<file path="src/rtl/assert_macros.svh">
// Assertion macros shared by the RTL files that carry checks.
// No dependencies; each file that asserts includes this header.
`ifndef ASSERT_MACROS_SVH
`define ASSERT_MACROS_SVH

// Check that prop holds at every clock edge outside reset.
`define AST_HOLDS(lbl, prop, msg) \
  lbl: assert property (@(posedge clk) disable iff (!rst_n) (prop)) else $error(msg);

// Check that cons holds in the cycle after ante.
`define AST_NEXT(lbl, ante, cons, msg) \
  lbl: assert property (@(posedge clk) disable iff (!rst_n) (ante) |=> (cons)) else $error(msg);

`endif

</file>
<file path="src/rtl/ert_pkg.sv">
// Shared types, constants and helpers of the epoch reclamation tracker.
// No dependencies; used by ert_ctrl, ert_dpath and epoch_reclamation_tracker.
`timescale 1ns / 1ps

package ert_pkg;

  localparam int THREADS    = 64;
  localparam int SLOT_W     = 6;
  localparam int SLOTS      = 1 << SLOT_W;
  localparam int EPOCH_W    = 64;
  localparam int CNT_W      = 16;
  localparam int BAG_W      = 2;
  localparam int BAG_COUNT  = 3;
  localparam int EPOCH_STEP = 2;
  localparam int CFG_W      = 16;

  localparam logic [CNT_W-1:0] CNT_MAX = {CNT_W{1'b1}};

  typedef enum logic [1:0] {
    ACT_REGISTER   = 2'd0,
    ACT_UNREGISTER = 2'd1,
    ACT_ENTER      = 2'd2,
    ACT_LEAVE      = 2'd3
  } act_t;

  typedef enum logic [0:0] {
    REG_CHECK_THR = 1'b0,
    REG_ADV_THR   = 1'b1
  } cfg_idx_t;

  // Commands from the controller to the datapath.
  typedef struct packed {
    logic load;      // latch request, read caller's entries
    logic rd_other;  // read the examined slot's announcement
    logic exec;      // update state, register the result
  } ert_cmd_t;

  // Per-slot counters kept in one memory word.
  typedef struct packed {
    logic [BAG_W-1:0] bag;
    logic [CNT_W-1:0] op;
    logic [CNT_W-1:0] scan;
  } rec_t;

  function automatic logic [CNT_W-1:0] sat_inc(input logic [CNT_W-1:0] v);
    return (v == CNT_MAX) ? v : v + CNT_W'(1);
  endfunction

endpackage

</file>
<file path="src/rtl/ert_ctrl.sv">
// Controller of the epoch reclamation tracker: sequences one request
// through read, examine and update. Depends on ert_pkg.
`timescale 1ns / 1ps

module ert_ctrl import ert_pkg::*; (
  input  logic     clk,
  input  logic     rst_n,
  input  logic     start,
  output logic     busy,
  output ert_cmd_t cmd
);

  typedef enum logic [2:0] {
    ST_IDLE = 3'b001,
    ST_READ = 3'b010,
    ST_EXEC = 3'b100
  } state_t;

  state_t state_r, state_nxt;

  always_comb begin
    state_nxt = state_r;
    case (state_r)
      ST_IDLE: begin
        if (start) state_nxt = ST_READ;
      end
      ST_READ: state_nxt = ST_EXEC;
      ST_EXEC: state_nxt = ST_IDLE;
      default: state_nxt = ST_IDLE;
    endcase
  end

  always_ff @(posedge clk) begin
    if (!rst_n) begin
      state_r <= ST_IDLE;
    end else begin
      state_r <= state_nxt;
    end
  end

  assign busy         = (state_r != ST_IDLE);
  assign cmd.load     = (state_r == ST_IDLE) && start;
  assign cmd.rd_other = (state_r == ST_READ);
  assign cmd.exec     = (state_r == ST_EXEC);

endmodule

</file>
<file path="config.mk">
export PLATFORM = sky130hd
export DESIGN_NAME = ert_ctrl
export DESIGN_NICKNAME = d
export VERILOG_FILES = /design/src/rtl/assert_macros.svh /design/src/rtl/ert_pkg.sv /design/src/rtl/ert_ctrl.sv
export SDC_FILE = /design/constraint.sdc
export NUM_CORES = 1
export LEC_CHECK = 0
export ABC_AREA = 1
export BUFFER_PORTS_ARGS = -buffer_cell sky130_fd_sc_hd__buf_2
export CAP_MARGIN = 20
export CORE_AREA = 2 2 39 41
export CTS_BUF_LIST = sky130_fd_sc_hd__clkbuf_8 sky130_fd_sc_hd__clkbuf_16
export CTS_CLUSTER_SIZE = 30
export DETAILED_ROUTE_END_ITERATION = 7
export DIE_AREA = 0 0 41 43
export GPL_ROUTABILITY_DRIVEN = 0
export SLEW_MARGIN = 10
export SYNTH_ARGS = -nofsm -noshare
export SYNTH_HDL_FRONTEND = slang
export SYNTH_SLANG_ARGS = --single-unit
</file>
<file path="constraint.sdc">
create_clock -name clk -period 0.8 [get_ports clk]
set_input_delay 0.08 -clock clk [delete_from_list [all_inputs] [get_ports clk]]
set_output_delay 0.08 -clock clk [all_outputs]
set_load 0.05 [all_outputs]
</file>
# ---- Yosys cells after proc, flatten, opt, wreduce, memory -nomap -nowiden
# Cells that the tools add are included.
dict set report totals {
  register_bits 3
  input_bits 3
}
dict set report op_classes {
  eq_ne 5
  mux 2
  reduce_logical 1
}
# operator count
set ops {}
lappend ops {{$pmux W3 S2} 1}
lappend ops {{$eq A3 B1 Y1 const B} 1}
lappend ops {{$eq A3 B2 Y1 const B} 1}
lappend ops {{$eq A3 B3 Y1 const B} 1}
lappend ops {{$mux W3} 1}
lappend ops {{$ne A3 B1 Y1 const B} 1}
lappend ops {{$ne A2 B2 Y1 const B} 1}
lappend ops {{$logic_and A1 B1 Y1} 1}

# ---- Logic depth before layout (Yosys ltp)
dict set report logic_depth {
  depth_word 2
  ltp_mapped 4
}

# ---- Worst setup path after synthesis
# OpenSTA, ideal clock, no wires.
dict set report synth_timing {
  path_kind {register to output}
  start {register state_r[1]}
  end {output port cmd[2] (netlist bit)}
  arrival_time_ns 1.418
  required_time_ns 0.720
  path_slack_ns -0.698
  stages_incl_launch_ff 4
  path_buffers 0
  cell_sequence {dfxtp_1 -> inv_1 -> nand3_2 -> nor2_1}
}
# element line_no
set synth_rtl {}
lappend synth_rtl {{start, declared} ert_ctrl.sv:19} ;# state_t state_r, state_nxt;
lappend synth_rtl {{start signal, assigned} ert_ctrl.sv:37} ;# state_r <= state_nxt;
lappend synth_rtl {{end, declared} ert_ctrl.sv:10} ;# output ert_cmd_t cmd

==> results.md <==
* WL/cell at 8.44 µm
* Share of post-route cells with drive strength above 1 at 82.4%
* Area contributors post-synth: dfxtp_1 41%, inv_1 13%, nand3_1 10%
* Final Hold Vio Count at 0
* First-pass GRT wire length at 655 µm
* Worst r2r src: state_r[1]$_SDFFE_PN0P_
* Setup violators final at 6
* Worst skew pair latency at 220 ps
* Total Wirelength at 422 µm
* Max-cap violations at 0
* DR vias at 172
* # DRC at 0
* Yosys reg bits at 3
* Synth top cells by count: 5 x inv_1, 3 x dfxtp_1, 3 x nand3_1, 3 x nor2_1
* Cts hold-fix bufs at 0
* Port-buffer cells at 6
* Initial DRT Pass Iterations at 3
* Hold Slack at 65.0 ps
* Antenna diodes at 0
* Slowest cell on the critical path: dfxtp_4
* Total Routing Usage GR at 6.53%
* CP Max Fanout at 3
* Pin count of the biggest net entering global routing at 4
* Synth Instances at 20
* Mean post-synth cell area at 7.26 µm²
* # rows at 14
* Crit path kind: reg -> out
* Layout filler cell count at 157
* Hold_sp: rst_n
* Die W at 41 µm
* Relative slew slack at 86.1%
* Critical Path Source: state_r[1]$_SDFFE_PN0P_
* Failing checks: negative setup slack
* Post-DP Area at 235 µm²
* Final min period at 1030 ps
* Status: finished, violations left
* CP startpoint kind: register
* Period Utilization, post-route at 129%
* EDFF count, synth at 0
* Post-Synthesis Cell Area at 145 µm²
* Clock Skew at 2.44 ps
* Post-synth net total at 23
* Global route overflow at 0
* Critical Path AT at 950 ps
* Die H at 43 µm
* CP max stage delay at 350 ps
* CTS Sinks at 3
* CTS Buf Count at 3
* Clock Path Buffers at 2
* Vias in the first global route at 170
* HP Class: in -> reg
* P_leak at 0.172 nW
* Crit. End Element: primary output
* Reg clk slew, reported paths at 30 ps
* Post-route setup slack at -229 ps
* CP top delay family: flip-flops
* Maximum vdd drop at 0.000699 V
* Top Ports at 7
* Count leader, synth: inv_1
* Area of the die at 0.00176 mm²
* Worst-Margin Slew at 208 ps
* H-tree depth at 1
* Synth top area share at 41.4%
* Root buf cell: clkbuf_8
* Power, Total at 0.846 mW
* Area grow syn2layout at 147%
* Sequential area share after synthesis at 41.4%
* CTS tree: built
* Ordered list of cells on the worst path: inv_4 > nand3_4 > nor2_4 > buf_6
* Cell taking the most area after synthesis: dfxtp_1
* RSZ-0062 raised after global routing: yes
* Layout Cells excl Fill at 50
* Pwr dens at 2360 mW/mm²
* Yosys cell types at 10
* Starting Density at 10.5%
* Pre-CTS WS at -132 ps
* Max Clk Rate at 0.972 GHz
* Drt via density at 3.44
* Largest regs: state_r (3)
* Post-route ant nets at 0
* Initial antenna violation count at 0
* Cells after DPL at 43
* Main synth FF type: dfxtp_1
* Post-Layout Inst Area at 358 µm²
* Initial DRC count at 2
* Hpwl dp at 250 µm
* Final Max Tran Viols at 0
* Core Area at 0.00138 mm²
* Largest register FFs at 3
* Synth warnings at 0
* CP required at 720 ps
* Nets at 38
* Largest register by flop count: state_r
* Worst Path Buf+Inv at 2
* Asr flop ratio synth at 0%
-- report_power, final --
| part | internal [mW] | leakage, nW | switching, mW |
|---|---|---|---|
| combinational | 0.103 | 0.119 | 0.132 |
| sequential | 0.164 | 0.0259 | 0.0203 |
| clock | 0.327 | 0.0269 | 0.101 |
| total | 0.593 | 0.172 | 0.253 |
-- cell type report --
class / count / area, µm² / area share (%)
Clock buffer: 3 / 41.3 / 11.5
Tap cell: 16 / 20.0 / 5.59
Timing Repair Buffer: 11 / 96.3 / 26.9
Inverter: 6 / 27.5 / 7.69
Clock inverter: 1 / 3.75 / 1.05
Sequential cell: 3 / 68.8 / 19.2
Multi-Input combinational cell: 10 / 100 / 28.0
-- kinds of logic (layout without fill, tap and decap cells) --
group / count (synthesis) / after routing / synth area share, %
buffers and inverters: 7 / 21 / 20.7
flip-flops: 3 / 3 / 41.4
AND/OR/NAND/NOR: 10 / 10 / 37.9
-- per-layer routing --
layer  vias to the layer above  share of wire (%)  routed length [µm]  track usage [%]
li1                         87                  -                   -                -
met1                        77                 33                 139             7.07
met2                         6                 53                 222             6.88
met3                         2                 11                  45             4.71
met4                         0                3.3                  14             8.00
met5                         -                  0                   0                0
-- worst reg2reg max path, cell delays in order, from the launching register on --
cell	delay, ps
dfxtp_4	350
inv_4	60
nand3_4	80
buf_4	150
buf_6	110
nand2_2	60
nand3_2	50
-- path summary, 6_finish.rpt --
check / slack (ps) / endpoint / cells past startpoint
max: -230 / cmd[2] / 4
min: 70 / state_r[0]$_SDFFE_PN1P_ / 2
min reg2reg: 570 / state_r[0]$_SDFFE_PN1P_ / 3
max reg2reg: -180 / state_r[0]$_SDFFE_PN1P_ / 6
-- metrics by stage --
step,setup TNS (ps),util (%)
floorplan,-426,-
global placement,-434,17.0
detailed placement,-451,17.0
CTS,-967,23.5
global route,-1390,25.9
finish,-1100,25.9
-- layout by cell type (no fill, tap or decap) --
master	n
buf_4	5
inv_1	3
clkbuf_8	3
buf_6	3
inv_2	2
inv_4	2
nand3_2	2
nor3_4	2
nor2_1	2
buf_2	2
dfxtp_4	2
nand3_4	1
nor2_4	1
nand2_2	1
nand3_1	1
buf_8	1
dfxtp_2	1
-- timing repair --
item	CTS	global route
cloned	0	0
pin swaps	2	0
gates resized for setup	14	4
buffers inserted	1	2
setup endpoints to repair	6	7
(Power assumes the default switching activity.)
